## config.mk

```make
export PLATFORM = sky130hd
export DESIGN_NAME = indexed_shift_list
export DESIGN_NICKNAME = d
export VERILOG_FILES = /design/src/rtl/core/isl_pkg.sv /design/src/rtl/core/isl_ram.sv /design/src/rtl/core/indexed_shift_list.sv
export SDC_FILE = /design/constraint.sdc
export NUM_CORES = 1
export LEC_CHECK = 0
export BUFFER_PORTS_ARGS = -buffer_cell sky130_fd_sc_hd__buf_2
export CORE_MARGIN = 10
export CORE_UTILIZATION = 35
export DETAILED_ROUTE_END_ITERATION = 12
export PLACE_DENSITY = 0.62
export SYNTH_ARGS = -nofsm -noshare
export SYNTH_HDL_FRONTEND = slang
export SYNTH_SLANG_ARGS = --single-unit
```

## constraint.sdc

```tcl
create_clock -name clk -period 12.6 [get_ports clk]
set_clock_uncertainty 0.15 [all_clocks]
set_input_delay 1.89 -clock clk [delete_from_list [all_inputs] [get_ports clk]]
set_output_delay 1.89 -clock clk [all_outputs]
set_load 0.1 [all_outputs]
```

## src/rtl/core/isl_pkg.sv

```systemverilog
package isl_pkg;

	// fixed port widths of the command and result words
	localparam int IDX_W = 5;
	localparam int VAL_W = 32;
	localparam int CNT_W = 5;

	typedef enum logic [2:0] {
		CMD_GET    = 3'd0,
		CMD_SET    = 3'd1,
		CMD_PUSH   = 3'd2,
		CMD_INSERT = 3'd3,
		CMD_ERASE  = 3'd4,
		CMD_RESIZE = 3'd5
	} isl_cmd_t;

	typedef enum logic [2:0] {
		ST_IDLE,
		ST_EXEC,
		ST_GET_WAIT,
		ST_MOVE_RD,
		ST_MOVE_WR,
		ST_PUT
	} isl_state_t;

endpackage

```

## src/rtl/core/isl_ram.sv

```systemverilog
module isl_ram #(
	parameter int WIDTH = 32,
	parameter int DEPTH = 16
) (
	input  logic                     clk,
	input  logic                     we,
	input  logic [$clog2(DEPTH)-1:0] waddr,
	input  logic [WIDTH-1:0]         wdata,
	input  logic [$clog2(DEPTH)-1:0] raddr,
	output logic [WIDTH-1:0]         rdata
);

	logic [WIDTH-1:0] mem_q [DEPTH];

	always_ff @(posedge clk) begin
		if (we) begin
			mem_q[waddr] <= wdata;
		end
		rdata <= mem_q[raddr];
	end

endmodule

```

## src/rtl/core/indexed_shift_list.sv

```systemverilog
// Fixed-capacity ordered list of words with get, set, push, insert, erase and resize.
// A command is taken when start is high and busy is low; busy stays high while it
// runs, and the result (ok, read_value, count) is shown for one cycle with done high.
// The receiver cannot stall, so capture the result on the done cycle. Entries live in
// a single-port-write, registered-read RAM and one pointer step unit walks it. Set, push,
// resize, refused commands and an erase of the last entry finish in EXEC; get reads in
// EXEC and returns from GET_WAIT; insert and erase move each shifted entry through a
// MOVE_RD/MOVE_WR pair, and insert then writes its value in PUT (in EXEC when index
// equals count). done rises as busy falls. Unwritten entries read back undefined.
module indexed_shift_list import isl_pkg::*; #(
	parameter int CAPACITY   = 16,
	parameter int DATA_WIDTH = 32
) (
	input  logic             clk,
	input  logic             arst_n,
	input  logic             start,
	output logic             busy,
	input  logic [2:0]       cmd,
	input  logic [IDX_W-1:0] index,
	input  logic [VAL_W-1:0] value,
	input  logic [IDX_W-1:0] new_length,
	output logic             done,
	output logic             ok,
	output logic [VAL_W-1:0] read_value,
	output logic [CNT_W-1:0] count
);

	localparam int AW = $clog2(CAPACITY);
	localparam int CW = $clog2(CAPACITY + 1);
	localparam int IW = (CW > IDX_W) ? CW : IDX_W;
	localparam int XW = (DATA_WIDTH > VAL_W) ? DATA_WIDTH : VAL_W;
	localparam logic [CW-1:0] CAP_C = CW'(CAPACITY);
	localparam logic [IW-1:0] CAP_I = IW'(CAPACITY);

	isl_state_t state_q, state_nxt;

	logic [2:0]       cmd_q;
	logic [IDX_W-1:0] index_q;
	logic [VAL_W-1:0] value_q;
	logic [IDX_W-1:0] new_length_q;
	logic [CW-1:0]    count_q, count_nxt;
	logic [AW-1:0]    ptr_q, ptr_nxt;
	logic             done_q, ok_q;
	logic [VAL_W-1:0] read_value_q;

	logic                  ram_we;
	logic [AW-1:0]         ram_waddr, ram_raddr;
	logic [DATA_WIDTH-1:0] ram_wdata, ram_rdata;

	logic                  fin, fin_ok, rd_sel;
	logic [IW-1:0]         idx_x, cnt_x, len_x;
	logic [AW-1:0]         idx_a, cnt_a, src_a;
	logic [XW-1:0]         val_x, rd_x;
	logic [DATA_WIDTH-1:0] val_w;
	logic                  is_ins, in_rng, full, ins_ok, len_ok, erase_more0, erase_more;

	assign idx_x = IW'(index_q);
	assign cnt_x = IW'(count_q);
	assign len_x = IW'(new_length_q);
	assign idx_a = idx_x[AW-1:0];
	assign cnt_a = count_q[AW-1:0];
	assign val_x = XW'(value_q);
	assign val_w = val_x[DATA_WIDTH-1:0];
	assign rd_x  = XW'(ram_rdata);

	assign is_ins = (cmd_q == CMD_INSERT);
	assign in_rng = (idx_x < cnt_x);
	assign full   = (count_q == CAP_C);
	assign ins_ok = (idx_x <= cnt_x) && !full;
	assign len_ok = (len_x <= CAP_I);

	// shared pointer step: insert walks down, erase walks up
	assign src_a       = is_ins ? (ptr_q - AW'(1)) : (ptr_q + AW'(1));
	assign erase_more0 = ((idx_x + IW'(1)) < cnt_x);
	assign erase_more  = ((CW'(src_a) + CW'(1)) < count_q);

	isl_ram #(
		.WIDTH(DATA_WIDTH),
		.DEPTH(CAPACITY)
	) u_ram (
		.clk  (clk),
		.we   (ram_we),
		.waddr(ram_waddr),
		.wdata(ram_wdata),
		.raddr(ram_raddr),
		.rdata(ram_rdata)
	);

	always_comb begin
		state_nxt = state_q;
		unique case (state_q)
			ST_IDLE: begin
				if (start) begin
					state_nxt = ST_EXEC;
				end
			end
			ST_EXEC: begin
				state_nxt = ST_IDLE;
				case (cmd_q)
					CMD_GET: begin
						if (in_rng) begin
							state_nxt = ST_GET_WAIT;
						end
					end
					CMD_INSERT: begin
						if (ins_ok && (idx_x != cnt_x)) begin
							state_nxt = ST_MOVE_RD;
						end
					end
					CMD_ERASE: begin
						if (in_rng && erase_more0) begin
							state_nxt = ST_MOVE_RD;
						end
					end
					default: state_nxt = ST_IDLE;
				endcase
			end
			ST_GET_WAIT: state_nxt = ST_IDLE;
			ST_MOVE_RD:  state_nxt = ST_MOVE_WR;
			ST_MOVE_WR: begin
				if (is_ins) begin
					state_nxt = (src_a == idx_a) ? ST_PUT : ST_MOVE_RD;
				end else begin
					state_nxt = erase_more ? ST_MOVE_RD : ST_IDLE;
				end
			end
			ST_PUT:  state_nxt = ST_IDLE;
			default: state_nxt = ST_IDLE;
		endcase
	end

	always_comb begin
		ram_we    = 1'b0;
		ram_waddr = idx_a;
		ram_wdata = val_w;
		ram_raddr = idx_a;
		fin       = 1'b0;
		fin_ok    = 1'b0;
		rd_sel    = 1'b0;
		count_nxt = count_q;
		ptr_nxt   = ptr_q;
		unique case (state_q)
			ST_EXEC: begin
				case (cmd_q)
					CMD_GET: begin
						// in range: read issued here, result next cycle
						fin = !in_rng;
					end
					CMD_SET: begin
						fin    = 1'b1;
						fin_ok = in_rng;
						ram_we = in_rng;
					end
					CMD_PUSH: begin
						fin = 1'b1;
						if (!full) begin
							ram_we    = 1'b1;
							ram_waddr = cnt_a;
							fin_ok    = 1'b1;
							count_nxt = count_q + CW'(1);
						end
					end
					CMD_INSERT: begin
						if (!ins_ok) begin
							fin = 1'b1;
						end else if (idx_x == cnt_x) begin
							ram_we    = 1'b1;
							fin       = 1'b1;
							fin_ok    = 1'b1;
							count_nxt = count_q + CW'(1);
						end else begin
							ptr_nxt = cnt_a;
						end
					end
					CMD_ERASE: begin
						if (!in_rng) begin
							fin = 1'b1;
						end else if (!erase_more0) begin
							fin       = 1'b1;
							fin_ok    = 1'b1;
							count_nxt = count_q - CW'(1);
						end else begin
							ptr_nxt = idx_a;
						end
					end
					CMD_RESIZE: begin
						fin = 1'b1;
						if (len_ok) begin
							fin_ok    = 1'b1;
							count_nxt = len_x[CW-1:0];
						end
					end
					default: fin = 1'b1;
				endcase
			end
			ST_GET_WAIT: begin
				fin    = 1'b1;
				fin_ok = 1'b1;
				rd_sel = 1'b1;
			end
			ST_MOVE_RD: begin
				ram_raddr = src_a;
			end
			ST_MOVE_WR: begin
				ram_we    = 1'b1;
				ram_waddr = ptr_q;
				ram_wdata = ram_rdata;
				ptr_nxt   = src_a;
				if (!is_ins && !erase_more) begin
					fin       = 1'b1;
					fin_ok    = 1'b1;
					count_nxt = count_q - CW'(1);
				end
			end
			ST_PUT: begin
				ram_we    = 1'b1;
				fin       = 1'b1;
				fin_ok    = 1'b1;
				count_nxt = count_q + CW'(1);
			end
			default: ;
		endcase
	end

	always_ff @(posedge clk or negedge arst_n) begin
		if (!arst_n) begin
			state_q <= ST_IDLE;
			count_q <= '0;
			done_q  <= 1'b0;
		end else begin
			state_q <= state_nxt;
			count_q <= count_nxt;
			done_q  <= fin;
		end
	end

	always_ff @(posedge clk) begin
		if ((state_q == ST_IDLE) && start) begin
			cmd_q        <= cmd;
			index_q      <= index;
			value_q      <= value;
			new_length_q <= new_length;
		end
		ptr_q <= ptr_nxt;
		if (fin) begin
			ok_q         <= fin_ok;
			read_value_q <= rd_sel ? rd_x[VAL_W-1:0] : '0;
		end
	end

	assign busy       = (state_q != ST_IDLE);
	assign done       = done_q;
	assign ok         = ok_q;
	assign read_value = read_value_q;
	assign count      = cnt_x[CNT_W-1:0];

endmodule

```

==> out/qor.txt, run 1 <==
First-pass GRT wire length -> 84,200 um
Final antenna diode count -> 0
Gate family responsible for the most delay along the worst path -> simple AND/OR/NAND/NOR gates
Crit-path slowest cell -> sky130_fd_sc_hd__or3b_2
Layout Nets -> 1,477
CP startpoint -> cmd_q[2]$_DFFE_PP_
Cts bufs inserted -> 67
Core Footprint -> 0.0714 sq mm
GRT Util Overall -> 0.135
Count of instances resized after the clock tree is built -> 0
Power density cells -> 231 mW/mm^2
Launch point of the worst reg-to-reg path -> cmd_q[2]$_DFFE_PP_
Cell row count -> 98
Launch instance of the worst min-delay path -> u_ram.rdata[1]$_DFF_P_
Leak -> 9.78 nW
Max-slew headroom at the worst pin -> 0.316
Vias per inst -> 5.13
Post-synth EDFFs -> 594
Part of the cycle the worst path needs -> 0.383
Crit Path Class -> reg -> reg
Deepest clock path buffer count -> 3
Routed WL -> 55,600 um
Critical Path End Type -> register
Fraction of layout cells with a size suffix above 1 -> 0.259
Final total power -> 6.68 mW
Period minus WS final -> 4.83 ns
Number of maximum-capacitance violations -> 0
Highest clock frequency the design can meet -> 0.207 GHz
Area post-placement -> 0.0268 sq mm
Initial Util -> 0.352
Flip-flop cell with the highest count after synthesis -> sky130_fd_sc_hd__edfxtp_1
Mean routed wirelength per cell -> 23.1 um
Clock root cell -> sky130_fd_sc_hd__clkbuf_16
Initial detailed-routing violation count -> 927
Req. time, crit path -> 12.75 ns
Final worst setup slack -> 7.77 ns
Gpl congestion -> 0.815
Via count of the first global-routing pass -> 13,200
Setup violation total in the final timing report -> 0
Top-Level Pins -> 88
Mean Syn Cell Area -> 19.4 sq um
Post-synthesis instance total -> 1,294
Clock tree from TritonCTS -> built
Post-route antenna net violation count -> 0
Class of the tightest hold or removal check -> reg -> reg
RSZ-0062 raised after global routing -> false
Synth async-reset ratio -> 0.0142
CTS Hold Bufs -> 0
Final hold vios -> 0
Post-route cell area -> 0.0290 sq mm
Share of the core filled with cells in the final layout -> 0.406
Clock input transition at the sequential cells of the worst setup and hold paths -> 0.06 ns
CP cell instances -> nand3b_4, xnor2_1, ha_1, mux2i_1, xnor2_2, nand2_1, xnor2_1, ha_1, a2111oi_0, nor2_1, o21a_1, o21ai_0, or3b_2, buf_4
Area overhead of the layout relative to synthesis -> 15.5%
Via count of the routed design -> 12,400
Critical path startpoint category -> register
Outcome -> finished, final reports clean
Ranking of synthesized cells by area -> sky130_fd_sc_hd__edfxtp_1 71%, sky130_fd_sc_hd__mux4_2 11%, sky130_fd_sc_hd__mux2i_1 4.0%
Final Hold Slack -> 0.376 ns
Die Y -> 288 um
Insertion delay of the later-clocked pin in the worst-skew pair -> 0.60 ns
Post-Place Setup Slack -> 7.83 ns
Cell area after synthesis -> 0.0251 sq mm
Worst IR Drop VDD -> 0.000112 V
Synthesized netlist net count -> 1,361
Accumulated negative setup slack -> 0 ns
Buffers plus inverters on the worst setup path -> 1
Sequential element share of the synthesized area -> 0.745
Delay of the slowest cell on the worst path -> 0.72 ns
Number of remaining DRC errors -> 0
Post-placement cell count -> 2,291
Number of distinct library cell variants in the gate-level netlist after synthesis -> 63
Cell taking the most area after synthesis -> sky130_fd_sc_hd__edfxtp_1
Global-route congestion overflow total -> 0
Number of antenna violations at the first check in global routing -> 0
Number of clock sinks -> 635
Number of pins with negative max-slew slack in the final report -> 0
Chip width -> 288 um
Die area -> 0.0829 sq mm
HPWL after detailed placement -> 30,900 um
Iteration count of the initial detailed-routing pass -> 7
Data arrival time of the worst path -> 4.98 ns
Portion of synthesized cell area occupied by the leading cell type -> 0.710
Count of input and output buffers -> 87
Setup fix buffers added after clock tree synthesis -> 0
Top post-synthesis cells by count -> 594 x sky130_fd_sc_hd__edfxtp_1, 128 x sky130_fd_sc_hd__mux4_2, 113 x sky130_fd_sc_hd__nand2_1
Depth of the CTS H-tree -> 3
Maximum number of pins on one net before global-route repair -> 129
Post-route insts no fill -> 2,411
Transition time of the tightest slew-check pin -> 1.03 ns
Flops & latches, synth -> 635
Critical-path maximum fanout -> 22
Number of warnings printed during yosys synthesis -> 0
Top-count cell post-synth -> sky130_fd_sc_hd__edfxtp_1
path summary, 6_finish.rpt:
kind | end | slack [ns] | cells after the start
max reg2reg | read_value[13]$_SDFFCE_PP0P_ | 7.77 | 14
max | read_value[13]$_SDFFCE_PP0P_ | 7.77 | 14
min reg2reg | read_value[1]$_SDFFCE_PP0P_ | 0.38 | 1
max in group asynchronous | done$_DFF_PN0_ | 11.07 | 1
min in group asynchronous | count[4]$_DFFE_PN0P_ | 1.01 | 1
min | read_value[1]$_SDFFCE_PP0P_ | 0.38 | 1
cells by family (layout without fill, tap and decap cells):
family                     Yosys count  count (layout)  share of synthesized area
AOI/OAI and AO/OA                   76              76                     0.0205
xor gates and xnor gates            15              15                    0.00553
adders and majority gates           19              19                    0.00947
buffers and inverters               76             243                     0.0165
DFF                                635             635                      0.745
muxes                              230             230                      0.156
and+or+nand+nor                    243             243                     0.0476
layout make-up:
| cell class | count | area [sq um] |
|---|---|---|
| fill | 6319 | 42400 |
| sequential | 635 | 18700 |
| multi-input combinational | 583 | 6190 |
| clock buffer | 92 | 1900 |
| tap | 950 | 1190 |
| timing repair buffer | 114 | 663 |
| clock inverter | 28 | 318 |
| inverter | 9 | 33.8 |
sequential cells by signal, summed over array words and instances (netlist names):
signal and count:
ok 1, val_w 32, u_ram.rdata 32, idx_x 5, cmd_q 3, ptr_q 4, len_x 5, u_ram.mem_q 512
read_value 32, state_q 3, done 1, count 5
power breakdown:
part	internal [mW]	switching [mW]	leakage [nW]
Sequential	2.69	0.137	5.77
Combinational	0.559	1.31	2.93
Clock	1.19	0.800	1.08
Total	4.44	2.25	9.78
metal layers:
layer  track usage  vias to the layer above  wire length, um
met4        0.0543                        0             1550
li1              -                     5421                -
met5             0                        -                0
met3        0.0275                      101             3080
met2         0.221                      348            27500
met1         0.174                     6494            23500
layout by cell type, fill, tap and decap left out, types with 4 or more instances in the layout:
cell / count
sky130_fd_sc_hd__a21oi_1: 17
sky130_fd_sc_hd__a221o_1: 5
sky130_fd_sc_hd__a31oi_1: 4
sky130_fd_sc_hd__and2_1: 33
sky130_fd_sc_hd__buf_2: 87
sky130_fd_sc_hd__buf_4: 25
sky130_fd_sc_hd__bufinv_16: 6
sky130_fd_sc_hd__clkbuf_1: 15
sky130_fd_sc_hd__clkbuf_16: 70
sky130_fd_sc_hd__clkbuf_8: 7
sky130_fd_sc_hd__clkinv_1: 5
sky130_fd_sc_hd__clkinv_2: 9
sky130_fd_sc_hd__dfrtp_1: 9
sky130_fd_sc_hd__dfxtp_1: 32
sky130_fd_sc_hd__edfxtp_1: 594
sky130_fd_sc_hd__ha_1: 19
sky130_fd_sc_hd__inv_1: 9
sky130_fd_sc_hd__mux2i_1: 99
sky130_fd_sc_hd__mux4_2: 128
sky130_fd_sc_hd__nand2_1: 113
sky130_fd_sc_hd__nand3_1: 12
sky130_fd_sc_hd__nor2_1: 21
sky130_fd_sc_hd__nor2_4: 18
sky130_fd_sc_hd__nor2b_1: 8
sky130_fd_sc_hd__nor3_1: 5
sky130_fd_sc_hd__o21ai_0: 15
sky130_fd_sc_hd__xnor2_1: 7
sky130_fd_sc_hd__xor2_1: 7
(Power assumes the default switching activity.)
==> run 2: changes to the inputs <==
- ABC_AREA: unset -> 1
- clock period: 12.6 -> 4.7 ns (I/O delays scaled with it)
==> run 2 against run 1 <==
  * Routed wire length increased by 19%
  * Sequential cell count unchanged
  * Core utilization increased by 0.25 points
  * Sequential power increased to 2.6 times the previous value
  * Maximum frequency increased by 24%
  * Power increased to 2.7 times the previous value
  * Critical path depth unchanged
  * Synthesized cell count increased by 76%
  * Sequential share of layout area decreased by 3.1 points
  * Largest power group unchanged
  * Highest routed layer is now met5
==> out/qor.txt, run 2 <==
Outcome -> finished, final reports clean
Top post-synthesis cells by count -> 613 x sky130_fd_sc_hd__nand2_1, 594 x sky130_fd_sc_hd__edfxtp_1, 205 x sky130_fd_sc_hd__inv_1
Register with the highest flop count -> u_ram.mem_q
Number of pins with negative max-slew slack in the final report -> 0
Maximum number of pins on one net before global-route repair -> 257
Deepest clock path buffer count -> 3
Number of warnings printed during yosys synthesis -> 0
Top-Level Pins -> 88
Fraction of layout cells with a size suffix above 1 -> 0.129
Class of the tightest hold or removal check -> in -> reg
First-pass GRT wire length -> 101,000 um
Ranking of synthesized cells by area -> sky130_fd_sc_hd__edfxtp_1 68%, sky130_fd_sc_hd__nand2_1 8.7%, sky130_fd_sc_hd__o211ai_1 3.8%
Layout Nets -> 2,434
Initial detailed-routing violation count -> 1,467
CP cell instances -> inv_1, ha_1, nand2_1, nor2_1, nand2_1, nand3_1, inv_1, nand2_1, nand3_1, nand2_1, nand2_1, nand4_1, nor2_4, buf_4
Routed WL -> 66,300 um
Accumulated negative setup slack -> 0 ns
Count of instances resized after the clock tree is built -> 0
Clock root cell -> sky130_fd_sc_hd__clkbuf_16
Clock tree from TritonCTS -> built
Gate family responsible for the most delay along the worst path -> simple AND/OR/NAND/NOR gates
Number of cells on the critical path -> 14
Synth async-reset ratio -> 0.0142
Most frequent cells in the layout -> 611 x sky130_fd_sc_hd__nand2_1, 594 x sky130_fd_sc_hd__edfxtp_1, 204 x sky130_fd_sc_hd__inv_1
Worst reg2reg path depth -> 14
Int Pwr -> 11.5 mW
Cell mode on critical path -> sky130_fd_sc_hd__nand2_1
Sequential group share of total power -> 0.404
HPWL after detailed placement -> 40,800 um
Area overhead of the layout relative to synthesis -> 15.4%
Post-route cell area -> 0.0305 sq mm
Highest clock frequency the design can meet -> 0.257 GHz
Flip-flop cell with the highest count after synthesis -> sky130_fd_sc_hd__edfxtp_1
Number of maximum-capacitance violations -> 0
Most frequent standard cell in the layout excluding fill and tap cells -> sky130_fd_sc_hd__nand2_1
Post-synth EDFFs -> 594
Delay of the slowest cell on the worst path -> 0.54 ns
Final total power -> 17.9 mW
Leak -> 11.5 nW
Part of the cycle the worst path needs -> 0.829
RSZ-0062 raised after global routing -> false
Core Footprint -> 0.0746 sq mm
Final Hold Slack -> 0.126 ns
Max-slew headroom at the worst pin -> 0.0970
Post-synthesis instance total -> 2,271
Number of clock sinks -> 635
Top-count cell post-synth -> sky130_fd_sc_hd__nand2_1
Worst hold path cell count -> 1
Buffers plus inverters on the worst setup path -> 3
Depth of the CTS H-tree -> 3
Gpl congestion -> 0.871
Area post-placement -> 0.0281 sq mm
Mean Syn Cell Area -> 11.6 sq um
Flops & latches, synth -> 635
Global-route congestion overflow total -> 0
Portion of synthesized cell area occupied by the leading cell type -> 0.676
Number of antenna violations at the first check in global routing -> 4
Number of distinct library cell variants in the gate-level netlist after synthesis -> 40
Insertion delay of the later-clocked pin in the worst-skew pair -> 0.60 ns
Critical path startpoint category -> register
Setup violation total in the final timing report -> 0
Number of flip-flops under the largest register name -> 512
Sequential element share of the synthesized area -> 0.708
Req. time, crit path -> 4.79 ns
Synthesized netlist net count -> 2,338
Critical Path End Type -> register
Via count of the routed design -> 17,000
Cell area after synthesis -> 0.0264 sq mm
Logic pwr share -> 0.286
Chip width -> 295 um
Crit Path Class -> reg -> reg
Power density cells -> 587 mW/mm^2
Clk pwr share -> 0.310
Mean routed wirelength per cell -> 19.5 um
Data arrival time of the worst path -> 3.99 ns
Crit-path slowest cell -> sky130_fd_sc_hd__dfrtp_1
Worst IR Drop VDD -> 0.000439 V
Initial Util -> 0.354
Switching part of the total -> 0.360
Period minus WS final -> 3.90 ns
Clock input transition at the sequential cells of the worst setup and hold paths -> 0.06 ns
Count of input and output buffers -> 87
Post-route antenna net violation count -> 0
Net switching power figure -> 6.43 mW
Transition time of the tightest slew-check pin -> 1.35 ns
GRT Util Overall -> 0.151
Cell row count -> 100
Critical-path maximum fanout -> 25
Via count of the first global-routing pass -> 16,400
Share of the core filled with cells in the final layout -> 0.409
Die area -> 0.0868 sq mm
Cts bufs inserted -> 67
Cell taking the most area after synthesis -> sky130_fd_sc_hd__edfxtp_1
Die Y -> 295 um
Iteration count of the initial detailed-routing pass -> 5
Final hold vios -> 0
Vias per inst -> 5.01
Number of remaining DRC errors -> 0
-- run 2: changes by cell type after synthesis, moves of 33 or more --
cell	previous run	this run
sky130_fd_sc_hd__o21ai_1	0	51
sky130_fd_sc_hd__nand2_1	113	613
sky130_fd_sc_hd__and2_1	33	0
sky130_fd_sc_hd__buf_2	25	77
sky130_fd_sc_hd__o21ai_0	16	123
sky130_fd_sc_hd__inv_1	9	205
sky130_fd_sc_hd__o211ai_1	0	132
sky130_fd_sc_hd__nand3_1	12	149
sky130_fd_sc_hd__mux4_2	128	0
sky130_fd_sc_hd__mux2i_1	101	0
sky130_fd_sc_hd__nor2_1	39	139
-- run 2: kinds of logic after synthesis --
group	synth area share
AOI/OAI and AO/OA	0.0778
and+or+nand+nor	0.146
buffers and inverters	0.0545
adders and majority gates	0.00900
xor gates and xnor gates	0.00464
DFF	0.708
-- run 2: path summary, 6_finish.rpt --
| kind | start | to | slack [ns] |
|---|---|---|---|
| worst max-delay path | count[2]$_DFFE_PN0P_ | u_ram.mem_q[8][13]$_DFFE_PP_ | 0.80 |
| max in group asynchronous | arst_n | state_q[1]$_DFFE_PN0P_ | 3.84 |
| worst min-delay path | value[19] | val_w[19]$_DFFE_PP_ | 0.13 |
| min in group asynchronous | arst_n | count[1]$_DFFE_PN0P_ | 0.36 |
| worst max register to register | count[2]$_DFFE_PN0P_ | u_ram.mem_q[8][13]$_DFFE_PP_ | 0.80 |
| worst min register to register | u_ram.rdata[9]$_DFF_P_ | read_value[9]$_SDFFCE_PP0P_ | 0.39 |
-- run 2: area by class of cell --
cell class              instances  area [sq um]
well taps                     969          1210
clock buffers                  85          1850
multi-input cells            1302          6460
flip-flops and latches        635         18700
inverters                     214           811
clock inverters                39           487
diodes                          1          2.50
fillers                      6858         44100
repair buffers                147           963
-- run 2: what timing repair did --
item	CTS	global route
setup buffers	0	0
hold buffers	1	0
hold endpoints to repair	9	0
-- run 2: per-layer routing --
metal / wire (um) / vias up / part of all wire / track usage
met4: 1260 / 4 / 0.019 / 0.0424
met5: 27 / - / 0.00041 / 0
met2: 29700 / 572 / 0.45 / 0.232
met3: 5260 / 87 / 0.079 / 0.0325
li1: - / 8064 / - / -
met1: 30000 / 8250 / 0.45 / 0.211
-- run 2: worst register-to-register path: cells and delay by family, from the launching register on --
kind | cells | cell delay, ns
and+or+nand+nor | 10 | 1.73
buffers and inverters | 3 | 0.75
DFF | 1 | 0.54
adders and majority gates | 1 | 0.34
-- run 2: per-stage QoR --
step,setup WS [ns],std cells
3_3_place_gp,0.963,3266
6_report,0.802,3392
2_1_floorplan,0.284,2271
3_5_place_dp,0.881,3266
5_1_grt,0.599,3391
4_1_cts,0.863,3391
-- run 2: power groups by stage --
stage	clock, mW	sequential [mW]	combinational [mW]
3_5_place_dp	0	7.35	5.13
3_3_place_gp	0	7.34	5.09
5_1_grt	5.87	7.28	5.58
2_1_floorplan	0	8.48	2.46
6_report	5.54	7.23	5.12
4_1_cts	5.65	7.24	5.15
